`config.mk`:
```
export PLATFORM = sky130hd
export DESIGN_NAME = usb_device_standard_request_engine
export DESIGN_NICKNAME = d
export VERILOG_FILES = /design/src/usbsre_pkg.sv /design/src/usb_device_standard_request_engine.sv /design/src/usbsre_input_stage.sv /design/src/usbsre_engine.sv /design/src/usbsre_output_stage.sv
export SDC_FILE = /design/constraint.sdc
export NUM_CORES = 1
export LEC_CHECK = 0
export ABC_AREA = 1
export CORE_ASPECT_RATIO = 0.5
export CORE_MARGIN = 4
export CORE_UTILIZATION = 55
export CTS_CLUSTER_SIZE = 8
export DETAILED_ROUTE_END_ITERATION = 10
export DONT_BUFFER_PORTS = 1
export PLACE_DENSITY = 0.7
export SLEW_MARGIN = 20
export SYNTH_ARGS = -nofsm -noshare
export SYNTH_HDL_FRONTEND = slang
export SYNTH_SLANG_ARGS = --single-unit
```
`constraint.sdc`:
```
create_clock -name clk_i -period 2.7 [get_ports clk_i]
set_input_delay 0.54 -clock clk_i [delete_from_list [all_inputs] [get_ports clk_i]]
set_output_delay 0.54 -clock clk_i [all_outputs]
set_load 0.01 [all_outputs]
```
`src/usbsre_pkg.sv`:
```
// Shared types, codes and constants of the USB device standard request engine.
package usbsre_pkg;

  localparam int unsigned ENDPOINT_COUNT = 8;
  localparam int unsigned EP_IW = $clog2(ENDPOINT_COUNT);

  localparam logic [15:0] ADDR_MASK = 16'h007F;

  typedef enum logic [2:0] {
    ST_UNATTACHED = 3'd0,
    ST_POWERED    = 3'd1,
    ST_DEFAULT    = 3'd2,
    ST_ADDRESSED  = 3'd3,
    ST_CONFIGURED = 3'd4,
    ST_SUSPENDED  = 3'd5
  } dev_state_e;

  typedef enum logic [2:0] {
    RSP_NONE    = 3'd0,
    RSP_ACK     = 3'd1,
    RSP_DATA    = 3'd2,
    RSP_STALL   = 3'd3,
    RSP_FORWARD = 3'd4
  } rsp_e;

  typedef enum logic [2:0] {
    MODE_VBUS    = 3'd0,
    MODE_SUSPEND = 3'd1,
    MODE_WAKEUP  = 3'd2,
    MODE_RESET   = 3'd3,
    MODE_SETUP   = 3'd4
  } mode_e;

  // Standard request codes
  localparam logic [7:0] REQ_GET_STATUS  = 8'h00;
  localparam logic [7:0] REQ_CLEAR_FEAT  = 8'h01;
  localparam logic [7:0] REQ_SET_FEAT    = 8'h03;
  localparam logic [7:0] REQ_SET_ADDRESS = 8'h05;
  localparam logic [7:0] REQ_GET_DESC    = 8'h06;
  localparam logic [7:0] REQ_GET_CONFIG  = 8'h08;
  localparam logic [7:0] REQ_SET_CONFIG  = 8'h09;

  // bmRequestType values
  localparam logic [7:0] RT_DEV_OUT = 8'h00;
  localparam logic [7:0] RT_EP_OUT  = 8'h02;
  localparam logic [7:0] RT_DEV_IN  = 8'h80;
  localparam logic [7:0] RT_IFC_IN  = 8'h81;
  localparam logic [7:0] RT_EP_IN   = 8'h82;

  // Feature selectors
  localparam logic [7:0] FEAT_EP_HALT       = 8'h00;
  localparam logic [7:0] FEAT_REMOTE_WAKEUP = 8'h01;

  // Configuration register indexes
  localparam logic [1:0] CFG_SELF_POWERED = 2'd0;
  localparam logic [1:0] CFG_MAX_CONFIG   = 2'd1;
  localparam logic [1:0] CFG_MANUAL_CLOCK = 2'd2;
  localparam logic [1:0] CFG_EP_ENABLE    = 2'd3;

  typedef struct packed {
    logic [2:0]  mode;
    logic        vbus_present;
    logic [7:0]  request_type;
    logic [7:0]  request_code;
    logic [15:0] request_value;
    logic [15:0] request_index;
  } item_t;

  typedef struct packed {
    dev_state_e  device_state;
    rsp_e        response;
    logic [15:0] reply_data;
    logic [1:0]  reply_length;
    logic [6:0]  device_address;
    logic [7:0]  configuration_number;
    logic        remote_wakeup_enabled;
    logic        pll_enable;
    logic        clock_frozen;
    logic [3:0]  endpoint_reset;
    logic        configure_pulse;
  } result_t;

endpackage

```
`src/usb_device_standard_request_engine.sv`:
```
// Top level of the USB device standard request engine.
//
// Input channel (in_valid_i / in_stall_o) carries one bus event per transfer:
// VBUS change, suspend, wakeup, bus reset, or a decoded setup packet.
// Output channel (out_valid_o / out_stall_i) returns exactly one result per
// input transfer: device state, response code, reply word and length, and
// the current address, configuration, wakeup, PLL and clock-freeze levels.
// The configuration port (cfg_we_i, cfg_index_i, cfg_data_i) writes one
// register per cycle. The user must use it only while the block is idle;
// the block itself does not enforce this.
//
// Throughput: one transfer per cycle unless the receiver stalls; the decision
// is a single pass of logic from the input register and the state registers
// into the result register.
//
// Reset puts the device in the unattached state with both stages empty.
// When the receiver stalls, the result register holds; the input register
// takes one more transfer and then in_stall_o rises until the result moves.
module usb_device_standard_request_engine (
  input  logic        clk_i,
  input  logic        rst_ni,
  input  logic        cfg_we_i,
  input  logic [1:0]  cfg_index_i,
  input  logic [7:0]  cfg_data_i,
  input  logic        in_valid_i,
  output logic        in_stall_o,
  input  logic [2:0]  mode_i,
  input  logic        vbus_present_i,
  input  logic [7:0]  request_type_i,
  input  logic [7:0]  request_code_i,
  input  logic [15:0] request_value_i,
  input  logic [15:0] request_index_i,
  output logic        out_valid_o,
  input  logic        out_stall_i,
  output logic [2:0]  device_state_o,
  output logic [2:0]  response_o,
  output logic [15:0] reply_data_o,
  output logic [1:0]  reply_length_o,
  output logic [6:0]  device_address_o,
  output logic [7:0]  configuration_number_o,
  output logic        remote_wakeup_enabled_o,
  output logic        pll_enable_o,
  output logic        clock_frozen_o,
  output logic [3:0]  endpoint_reset_o,
  output logic        configure_pulse_o
);

  usbsre_pkg::item_t   in_item, held_item;
  usbsre_pkg::result_t next_result, out_result;
  logic                held_valid;
  logic                out_ready;
  logic                go;

  assign in_item.mode          = mode_i;
  assign in_item.vbus_present  = vbus_present_i;
  assign in_item.request_type  = request_type_i;
  assign in_item.request_code  = request_code_i;
  assign in_item.request_value = request_value_i;
  assign in_item.request_index = request_index_i;

  assign go = held_valid & out_ready;

  usbsre_input_stage u_input (
    .clk_i      (clk_i),
    .rst_ni     (rst_ni),
    .in_valid_i (in_valid_i),
    .in_stall_o (in_stall_o),
    .item_i     (in_item),
    .take_i     (out_ready),
    .valid_o    (held_valid),
    .item_o     (held_item)
  );

  usbsre_engine u_engine (
    .clk_i       (clk_i),
    .rst_ni      (rst_ni),
    .cfg_we_i    (cfg_we_i),
    .cfg_index_i (cfg_index_i),
    .cfg_data_i  (cfg_data_i),
    .go_i        (go),
    .item_i      (held_item),
    .result_o    (next_result)
  );

  usbsre_output_stage u_output (
    .clk_i       (clk_i),
    .rst_ni      (rst_ni),
    .load_i      (go),
    .result_i    (next_result),
    .ready_o     (out_ready),
    .out_valid_o (out_valid_o),
    .out_stall_i (out_stall_i),
    .result_o    (out_result)
  );

  assign device_state_o          = out_result.device_state;
  assign response_o              = out_result.response;
  assign reply_data_o            = out_result.reply_data;
  assign reply_length_o          = out_result.reply_length;
  assign device_address_o        = out_result.device_address;
  assign configuration_number_o  = out_result.configuration_number;
  assign remote_wakeup_enabled_o = out_result.remote_wakeup_enabled;
  assign pll_enable_o            = out_result.pll_enable;
  assign clock_frozen_o          = out_result.clock_frozen;
  assign endpoint_reset_o        = out_result.endpoint_reset;
  assign configure_pulse_o       = out_result.configure_pulse;

endmodule

```
`src/usbsre_input_stage.sv`:
```
// Input register: holds one accepted event or setup transfer for the engine.
module usbsre_input_stage (
  input  logic               clk_i,
  input  logic               rst_ni,
  input  logic               in_valid_i,
  output logic               in_stall_o,
  input  usbsre_pkg::item_t  item_i,
  input  logic               take_i,
  output logic               valid_o,
  output usbsre_pkg::item_t  item_o
);

  logic              vld_q, vld_d;
  usbsre_pkg::item_t item_q;
  logic              accept;

  // Stall only while a held item cannot move on this cycle
  assign in_stall_o = vld_q & ~take_i;
  assign accept     = in_valid_i & ~in_stall_o;

  always_comb begin
    vld_d = vld_q;
    if (accept) begin
      vld_d = 1'b1;
    end else if (take_i) begin
      vld_d = 1'b0;
    end
  end

  always_ff @(posedge clk_i or negedge rst_ni) begin
    if (!rst_ni) begin
      vld_q <= 1'b0;
    end else begin
      vld_q <= vld_d;
    end
  end

  always_ff @(posedge clk_i) begin
    if (accept) begin
      item_q <= item_i;
    end
  end

  assign valid_o = vld_q;
  assign item_o  = item_q;

endmodule

```
`src/usbsre_engine.sv`:
```
// Device state, configuration registers and the chapter 9 request decision logic.
module usbsre_engine (
  input  logic                 clk_i,
  input  logic                 rst_ni,
  input  logic                 cfg_we_i,
  input  logic [1:0]           cfg_index_i,
  input  logic [7:0]           cfg_data_i,
  input  logic                 go_i,
  input  usbsre_pkg::item_t    item_i,
  output usbsre_pkg::result_t  result_o
);

  // Configuration registers
  logic       self_powered_q;
  logic [7:0] max_config_q;
  logic       manual_clock_q;
  logic [7:0] ep_enable_q;

  // Device state
  usbsre_pkg::dev_state_e state_q, state_d;
  logic [6:0]  address_q, address_d;
  logic [7:0]  config_q, config_d;
  logic        wakeup_q, wakeup_d;
  logic [usbsre_pkg::ENDPOINT_COUNT-1:0] halt_q, halt_d;
  logic        susp_armed_q, susp_armed_d;
  logic        wake_armed_q, wake_armed_d;
  logic        pll_q, pll_d;
  logic        frozen_q, frozen_d;

  logic [7:0]  val_lo;
  logic [3:0]  ep;
  logic [usbsre_pkg::EP_IW-1:0] ep_sel;
  logic        ep_in_range;
  logic        ep_enabled;

  usbsre_pkg::rsp_e rsp;
  logic [15:0] data;
  logic [1:0]  len;
  logic [3:0]  ep_rst;
  logic        cfg_pulse;

  assign val_lo      = item_i.request_value[7:0];
  assign ep          = item_i.request_index[3:0];
  assign ep_sel      = ep[usbsre_pkg::EP_IW-1:0];
  assign ep_in_range = {1'b0, ep} < 5'(usbsre_pkg::ENDPOINT_COUNT);
  // Mask covers endpoints 0 to 7 only
  assign ep_enabled  = ~ep[3] & ep_enable_q[ep[2:0]];

  always_comb begin
    state_d      = state_q;
    address_d    = address_q;
    config_d     = config_q;
    wakeup_d     = wakeup_q;
    halt_d       = halt_q;
    susp_armed_d = susp_armed_q;
    wake_armed_d = wake_armed_q;
    pll_d        = pll_q;
    frozen_d     = frozen_q;
    rsp          = usbsre_pkg::RSP_NONE;
    data         = 16'h0000;
    len          = 2'd0;
    ep_rst       = 4'd0;
    cfg_pulse    = 1'b0;

    case (item_i.mode)
      usbsre_pkg::MODE_VBUS: begin
        if (item_i.vbus_present) begin
          if (!manual_clock_q) pll_d = 1'b1;
          state_d = usbsre_pkg::ST_POWERED;
        end else begin
          if (!manual_clock_q) pll_d = 1'b0;
          state_d = usbsre_pkg::ST_UNATTACHED;
        end
      end
      usbsre_pkg::MODE_SUSPEND: begin
        if (susp_armed_q) begin
          susp_armed_d = 1'b0;
          wake_armed_d = 1'b1;
          frozen_d     = 1'b1;
          if (!manual_clock_q) pll_d = 1'b0;
          state_d = usbsre_pkg::ST_SUSPENDED;
        end
      end
      usbsre_pkg::MODE_WAKEUP: begin
        if (wake_armed_q) begin
          if (!manual_clock_q) pll_d = 1'b1;
          frozen_d     = 1'b0;
          wake_armed_d = 1'b0;
          susp_armed_d = 1'b1;
          if (config_q != 8'd0) begin
            state_d = usbsre_pkg::ST_CONFIGURED;
          end else if (address_q != 7'd0) begin
            state_d = usbsre_pkg::ST_ADDRESSED;
          end else begin
            state_d = usbsre_pkg::ST_POWERED;
          end
        end
      end
      usbsre_pkg::MODE_RESET: begin
        state_d      = usbsre_pkg::ST_DEFAULT;
        address_d    = 7'd0;
        config_d     = 8'd0;
        halt_d       = '0;
        susp_armed_d = 1'b0;
        wake_armed_d = 1'b1;
      end
      usbsre_pkg::MODE_SETUP: begin
        // Drop setups while unattached
        if (state_q != usbsre_pkg::ST_UNATTACHED) begin
          case (item_i.request_code)
            usbsre_pkg::REQ_GET_STATUS: begin
              if (item_i.request_type == usbsre_pkg::RT_DEV_IN) begin
                data = {14'd0, wakeup_q, self_powered_q};
                len  = 2'd2;
                rsp  = usbsre_pkg::RSP_DATA;
              end else if (item_i.request_type == usbsre_pkg::RT_EP_IN) begin
                if (ep_in_range) begin
                  data = {15'd0, halt_q[ep_sel]};
                  len  = 2'd2;
                  rsp  = usbsre_pkg::RSP_DATA;
                end else begin
                  rsp = usbsre_pkg::RSP_STALL;
                end
              end else begin
                rsp = usbsre_pkg::RSP_STALL;
              end
            end
            usbsre_pkg::REQ_CLEAR_FEAT,
            usbsre_pkg::REQ_SET_FEAT: begin
              if (item_i.request_type == usbsre_pkg::RT_DEV_OUT) begin
                if (val_lo != usbsre_pkg::FEAT_REMOTE_WAKEUP) begin
                  rsp = usbsre_pkg::RSP_STALL;
                end else begin
                  wakeup_d = (item_i.request_code == usbsre_pkg::REQ_SET_FEAT);
                  rsp      = usbsre_pkg::RSP_ACK;
                end
              end else if (item_i.request_type == usbsre_pkg::RT_EP_OUT) begin
                if (val_lo != usbsre_pkg::FEAT_EP_HALT) begin
                  rsp = usbsre_pkg::RSP_ACK;
                end else if (ep == 4'd0 || !ep_in_range) begin
                  rsp = usbsre_pkg::RSP_STALL;
                end else begin
                  // Disabled endpoints ack without effect
                  if (ep_enabled) begin
                    if (item_i.request_code == usbsre_pkg::REQ_SET_FEAT) begin
                      halt_d[ep_sel] = 1'b1;
                    end else begin
                      halt_d[ep_sel] = 1'b0;
                      ep_rst         = ep;
                    end
                  end
                  rsp = usbsre_pkg::RSP_ACK;
                end
              end else begin
                rsp = usbsre_pkg::RSP_STALL;
              end
            end
            usbsre_pkg::REQ_SET_ADDRESS: begin
              if (item_i.request_type != usbsre_pkg::RT_DEV_OUT) begin
                rsp = usbsre_pkg::RSP_STALL;
              end else begin
                address_d = 7'(item_i.request_value & usbsre_pkg::ADDR_MASK);
                if (address_d != 7'd0) begin
                  state_d = usbsre_pkg::ST_ADDRESSED;
                end else begin
                  state_d = usbsre_pkg::ST_DEFAULT;
                end
                rsp       = usbsre_pkg::RSP_ACK;
              end
            end
            usbsre_pkg::REQ_GET_DESC: begin
              if (item_i.request_type == usbsre_pkg::RT_DEV_IN ||
                  item_i.request_type == usbsre_pkg::RT_IFC_IN) begin
                rsp = usbsre_pkg::RSP_FORWARD;
              end else begin
                rsp = usbsre_pkg::RSP_STALL;
              end
            end
            usbsre_pkg::REQ_GET_CONFIG: begin
              if (item_i.request_type != usbsre_pkg::RT_DEV_IN) begin
                rsp = usbsre_pkg::RSP_STALL;
              end else begin
                data = {8'd0, config_q};
                len  = 2'd1;
                rsp  = usbsre_pkg::RSP_DATA;
              end
            end
            usbsre_pkg::REQ_SET_CONFIG: begin
              if (item_i.request_type != usbsre_pkg::RT_DEV_OUT ||
                  val_lo > max_config_q) begin
                rsp = usbsre_pkg::RSP_STALL;
              end else begin
                config_d = val_lo;
                halt_d   = '0;
                // Configuration zero falls back to addressed or powered
                if (val_lo != 8'd0) begin
                  state_d = usbsre_pkg::ST_CONFIGURED;
                end else if (address_q != 7'd0) begin
                  state_d = usbsre_pkg::ST_ADDRESSED;
                end else begin
                  state_d = usbsre_pkg::ST_POWERED;
                end
                cfg_pulse = 1'b1;
                rsp       = usbsre_pkg::RSP_ACK;
              end
            end
            default: begin
              rsp = usbsre_pkg::RSP_STALL;
            end
          endcase
        end
      end
      default: begin
      end
    endcase
  end

  always_comb begin
    result_o.device_state          = state_d;
    result_o.response              = rsp;
    result_o.reply_data            = data;
    result_o.reply_length          = len;
    result_o.device_address        = address_d;
    result_o.configuration_number  = config_d;
    result_o.remote_wakeup_enabled = wakeup_d;
    result_o.pll_enable            = pll_d;
    result_o.clock_frozen          = frozen_d;
    result_o.endpoint_reset        = ep_rst;
    result_o.configure_pulse       = cfg_pulse;
  end

  always_ff @(posedge clk_i or negedge rst_ni) begin
    if (!rst_ni) begin
      self_powered_q <= 1'b0;
      max_config_q   <= 8'd1;
      manual_clock_q <= 1'b0;
      ep_enable_q    <= 8'd1;
    end else if (cfg_we_i) begin
      case (cfg_index_i)
        usbsre_pkg::CFG_SELF_POWERED: self_powered_q <= cfg_data_i[0];
        usbsre_pkg::CFG_MAX_CONFIG:   max_config_q   <= cfg_data_i;
        usbsre_pkg::CFG_MANUAL_CLOCK: manual_clock_q <= cfg_data_i[0];
        usbsre_pkg::CFG_EP_ENABLE:    ep_enable_q    <= cfg_data_i;
        default: begin
        end
      endcase
    end
  end

  always_ff @(posedge clk_i or negedge rst_ni) begin
    if (!rst_ni) begin
      state_q      <= usbsre_pkg::ST_UNATTACHED;
      address_q    <= 7'd0;
      config_q     <= 8'd0;
      wakeup_q     <= 1'b0;
      halt_q       <= '0;
      susp_armed_q <= 1'b1;
      wake_armed_q <= 1'b0;
      pll_q        <= 1'b0;
      frozen_q     <= 1'b0;
    end else if (go_i) begin
      state_q      <= state_d;
      address_q    <= address_d;
      config_q     <= config_d;
      wakeup_q     <= wakeup_d;
      halt_q       <= halt_d;
      susp_armed_q <= susp_armed_d;
      wake_armed_q <= wake_armed_d;
      pll_q        <= pll_d;
      frozen_q     <= frozen_d;
    end
  end

endmodule

```
`src/usbsre_output_stage.sv`:
```
// Result register: holds one result transfer until the receiver takes it.
module usbsre_output_stage (
  input  logic                 clk_i,
  input  logic                 rst_ni,
  input  logic                 load_i,
  input  usbsre_pkg::result_t  result_i,
  output logic                 ready_o,
  output logic                 out_valid_o,
  input  logic                 out_stall_i,
  output usbsre_pkg::result_t  result_o
);

  logic                vld_q, vld_d;
  usbsre_pkg::result_t result_q;

  // Free when empty or when the held result leaves this cycle
  assign ready_o = ~vld_q | ~out_stall_i;

  always_comb begin
    vld_d = vld_q;
    if (load_i) begin
      vld_d = 1'b1;
    end else if (!out_stall_i) begin
      vld_d = 1'b0;
    end
  end

  always_ff @(posedge clk_i or negedge rst_ni) begin
    if (!rst_ni) begin
      vld_q <= 1'b0;
    end else begin
      vld_q <= vld_d;
    end
  end

  always_ff @(posedge clk_i) begin
    if (load_i) begin
      result_q <= result_i;
    end
  end

  assign out_valid_o = vld_q;
  assign result_o    = result_q;

endmodule

```
* After elaboration in Yosys (flattened, before gate mapping)
Cells that the tools add are included.
Storage, ports and cells: flip-flop bits (word level) 130, output and inout port bits 49
Cells by class: magnitude comparators 4, eq/ne operators 30, multiplexer cells 82, bitwise logic cells 18, reduce and logical (&&, ||, !) cells 32
Operators by type and width (number):
- 8-bit 2-to-1 mux | 12
- 8-bit one-hot mux with 2 select lines | 3
- 3-bit 2-to-1 mux | 12
- 16-bit 2-to-1 mux | 2
- 16-bit one-hot mux with 2 select lines | 1
- 1-bit 2-to-1 mux | 29
- 8-bit == test, second input constant | 3
- 8-bit nonzero test | 3
- 7-bit 2-to-1 mux | 3
- 3-bit one-hot mux with 6 select lines | 1
- 8-bit by 2-bit == test with 1-bit output, second input constant | 2
- 8-bit by 3-bit == test with 1-bit output, second input constant | 2
- 8-bit by 4-bit == test with 1-bit output, second input constant | 2
- 8-bit zero test | 2
- 2-bit 2-to-1 mux | 8
- 3-bit one-hot mux with 5 select lines | 1
- 7-bit one-hot mux with 2 select lines | 1
- 7-bit nonzero test | 2
- 3-bit inequality test, second input constant | 4
- 1-bit NOT | 10
- 10-bit AND reduction | 1
- 2-bit AND reduction | 5
- 3-bit by 2-bit inequality test with 1-bit output, second input constant | 3
- 3-bit AND reduction | 3
- other kinds (34) | 51

* Longest topological paths before layout
depth after elaboration 15, depth in mapped cells 19, depth with buffers taken out 19

* Hierarchy
A second synthesis with hierarchy kept.
Second synthesis, totals: cells, all modules 679, area total of the unflattened synthesis 6921.6 µm²
Modules (own cells, without submodules):
- usbsre_engine | instances 1, cells each 567, area an instance 3842.4 µm², sequential area each 1229.9 µm²
- usbsre_input_stage | instances 1, cells each 59, area an instance 1619.1 µm², sequential area each 1586.5 µm²
- usbsre_output_stage | instances 1, cells each 51, area an instance 1452.6 µm², sequential area each 1436.4 µm²
- usb_device_standard_request_engine | instances 1, cells each 2, area an instance 7.5 µm², sequential area each 0.0 µm²

* Worst setup path after synthesis
Ideal clock, no wire load.
path kind register to register, start point register u_input.item_q (netlist bit u_input.item_o[23]), end point register u_output.result_q (netlist bit u_output.result_o[10]), data pin, library setup time 0.262 ns, arrival 1.734 ns, slack 0.704 ns, cell stages (with the launch flop) 12, buffers on the path 1, cell sequence edfxtp_1 > ha_1 > a21o_1 > nor2_1 > nand2_1 > nand2_1 > nand2_2 > nor2_4 > nand2_4 > buf_6 > o211ai_2 > o21ai_1
RTL lines:
- start, declared | RTL line usbsre_input_stage.sv:14 | usbsre_pkg::item_t item_q;
- start signal, assigned | RTL line usbsre_input_stage.sv:40 | item_q <= item_i;
- end signal, assigned | RTL line usbsre_output_stage.sv:38 | result_q <= result_i;
- end, declared | RTL line usbsre_output_stage.sv:14 | usbsre_pkg::result_t result_q;

* Worst setup path after layout
start point register u_input.item_q (netlist bit u_input.item_o[23]), end point register u_engine.halt_q[2] (netlist bit)
On the way: cells in the longest elaborated chain, start to end 4, elaborated cells on any way between the ends 6, those cells by class order compare (1); eq/ne (2); reduce/logical (3)
RTL lines:
- 8-bit > comparator | RTL line usbsre_engine.sv:190 | val_lo > max_config_q) begin
- 1-bit logical OR | RTL line usbsre_engine.sv:189 | if (item_i.request_type != usbsre_pkg::RT_DEV_OUT ||
- 3-bit inequality test (no source line)
- 10-bit AND reduction (no source line) (*)
- end signal, assigned | RTL line usbsre_engine.sv:266 | halt_q <= halt_d;
- end, declared | RTL line usbsre_engine.sv:24 | logic [usbsre_pkg::ENDPOINT_COUNT-1:0] halt_q, halt_d;
Mark *: on every way between the ends. The rest lies on a longest branch, timed or not. A chain may end at the register's enable or synchronous reset.

==> impl_metrics.ini <==
[timing]
tightestPinTransition_ps = 650
min_period_ps = 2330
max-slew-margin-rel_pct = 56.6
fin_setup_tns_ps = 0
setup_ws_ps = 371
slew_violations = 0
setup_viol = 0
fin_crit_sh_pct = 86.2
rsz0062_at_grt = no
fmax_mhz = 429
skew_ps = 8.20
final_hold_viol_count = 0

[clock_network]
insertion_delay_ps = 420
cts_resized = 0
cts_setup_buffers = 0
cts.clk_slew.worst_paths_ps = 60
cts_tree = done
numCtsBuffers = 17
htree_levels = 4
clock-sinks = 122
clock_path_buffers = 2
cts_root_buf = clkbuf_16

[placed_design]
dp_cells = 759
place_congestion = 0.903
numPortBuffers = 0
placed_cell_area_sq_mm = 0.00606
dp_hpwl_mm = 9.24
dp_slack_ps = 403

[route]
vias = 4328
drc = 0
ant_nets = 0
via_per_inst = 5.46
drt_pre_antenna_iters = 4
wl_mm = 13.1
post_drt_wl_per_cell_microns = 16.6
first_iter_violations = 371

[finish]
final_cell_area_sq_mm = 0.00666
drive_gt1_share_pct = 13.6
fin_cells = 793
nFillCells = 842
final_net_count = 715
finish.utilization_pct = 64.4
final_common_cell = nand2_1
antenna_cells = 0
area_growth_pct = 12.5
final_cell_mix = 132 x nand2_1, 87 x inv_1, 71 x edfxtp_1

[pwr]
p_leak_nw = 2.94
ir_worst_vdd_mv = 0.446
power_density_mw_per_mm2 = 823

[hold_path]
hold_path_class = in -> reg

[logic_synthesis]
yosys_register_bits = 122
yosys.cell_types.count = 50
synth_ff_type = edfxtp_1
syn_avg_cell_area_sq_um = 9.52
ys_async_sr_fraction_pct = 41.8
synth_enable_flop_cells = 71
yosysSeqAreaShare_pct = 57.6
ys_warn_count = 0
synth_area_sq_mm = 0.00592
netlist_instances = 622

[run_status]
outcome = completed

[setup_path]
critPathCaptureType = flop
worst-endpoint-arrival_ps = 2620
crit_path_max_fanout = 11
path_class = reg -> reg
cp_data_required_time_ps = 2990
cp-start-kind = flop

[grt]
grt_antenna_before_repair = 0
grtUsageTotal_pct = 22.0
grt_pass1_vias = 3988
overflow = 0
grt_max_degree = 54
grt_first_pass_wirelength_mm = 20.9

[flow_run]
max-cap-violations = 0

[die]
core_sq_mm = 0.0103
start_util_pct = 57.2
die_y_microns = 81.4
die_x_microns = 155
rows = 26
num_io_pins = 116
die_area_sq_mm = 0.0126
-- logic make-up (layout without fill, tap and decap cells) --
kind of cell	after synthesis	count (layout)	synth area share (%)
compound gates	118	118	12.3
fa+ha+maj	8	8	1.69
buf+inv	120	143	8.41
flops	122	122	57.6
other cells	1	9	0.0633
simple gates	253	253	19.9
-- power breakdown --
group	internal, mW	total [mW]	switching, mW
clock	1.40	2.19	0.794
combinational	0.238	0.743	0.505
sequential	2.32	2.54	0.222
total	3.96	5.48	1.52
-- worst max-delay path, cell delays in order, from the launching register on --
cell and delay [ps]:
edfxtp_1 490, ha_1 350, nand2_1 80, nor2_1 150, nand2_1 70, nand2_1 50, nand2_1 70, nand2_2 110
nand2_1 110, nand2_1 70, nand2_1 60, nand2_1 340, inv_2 130, nand2_1 80, nand2_1 60
-- final timing paths --
| path | depth (start not counted) | slack, ps | end | startpoint |
|---|---|---|---|---|
| min reg2reg | 2 | 480 | u_engine.max_config_q[6] | u_engine.max_config_q[6] |
| min | 0 | 210 | u_input.item_o[46] | request_type_i[6] |
| min in group asynchronous | 2 | 640 | u_output.out_valid_o | rst_ni |
| max in group asynchronous | 2 | 1760 | u_engine.max_config_q[0] | rst_ni |
| max reg2reg | 14 | 370 | u_engine.halt_q[2] | u_input.item_o[23] |
| max | 14 | 370 | u_engine.halt_q[2] | u_input.item_o[23] |
-- through the flow --
stage          total power, mW  hold WS, ps
2_1_floorplan             3.08          244
3_3_place_gp              3.25          245
3_5_place_dp              3.29          245
4_1_cts                   5.53          199
5_1_grt                   5.74          195
6_report                  5.48          214
-- routing by layer --
metal / up-vias / routed length [microns] / track usage [%]
met2: 176 / 5810 / 33.0
met3: 22 / 1060 / 7.13
li1: 2103 / - / -
met5: - / 0 / 0
met4: 0 / 246 / 7.84
met1: 2027 / 6020 / 30.3
-- cells in the mapped netlist, types with 8 or more instances --
cell,number,area (sq um)
nand2_1,132,495
inv_1,87,327
edfxtp_1,71,2130
dfrtp_1,48,1200
nor2_1,47,176
o21ai_0,44,220
nand3_1,27,135
o21ai_1,20,100
a21oi_1,18,90.1
inv_2,16,60.1
nand4_1,10,62.6
buf_4,8,60.1
ha_1,8,100
nor3_1,8,40.0
-- timing repair --
action | 4_1_cts | 5_1_grt
hold endpoints to repair | 51 | 0
hold buffers | 2 | 0
setup endpoints to repair | 0 | 0
-- flip-flops by register name, summed over array words and instances (netlist names), 3 cells and up --
name                   cells
u_engine.halt_q            8
u_engine.max_config_q      8
u_output.result_o         39
u_input.item_o            32
u_engine.address_q         7
u_engine.ep_enable_q       8
u_engine.state_q           3
u_engine.config_q          8
-- area by class of cell --
cell class | instances | area [sq um] | share of cell area (%)
timing repair buffer | 7 | 75.1 | 1.13
multi-input combinational | 388 | 2040 | 30.6
sequential | 122 | 3410 | 51.2
clock inverter | 8 | 96.3 | 1.45
tap | 140 | 175 | 2.63
clock buffer | 24 | 472 | 7.08
inverter | 104 | 390 | 5.86
Note: power is estimated with default switching activity, not from simulation.
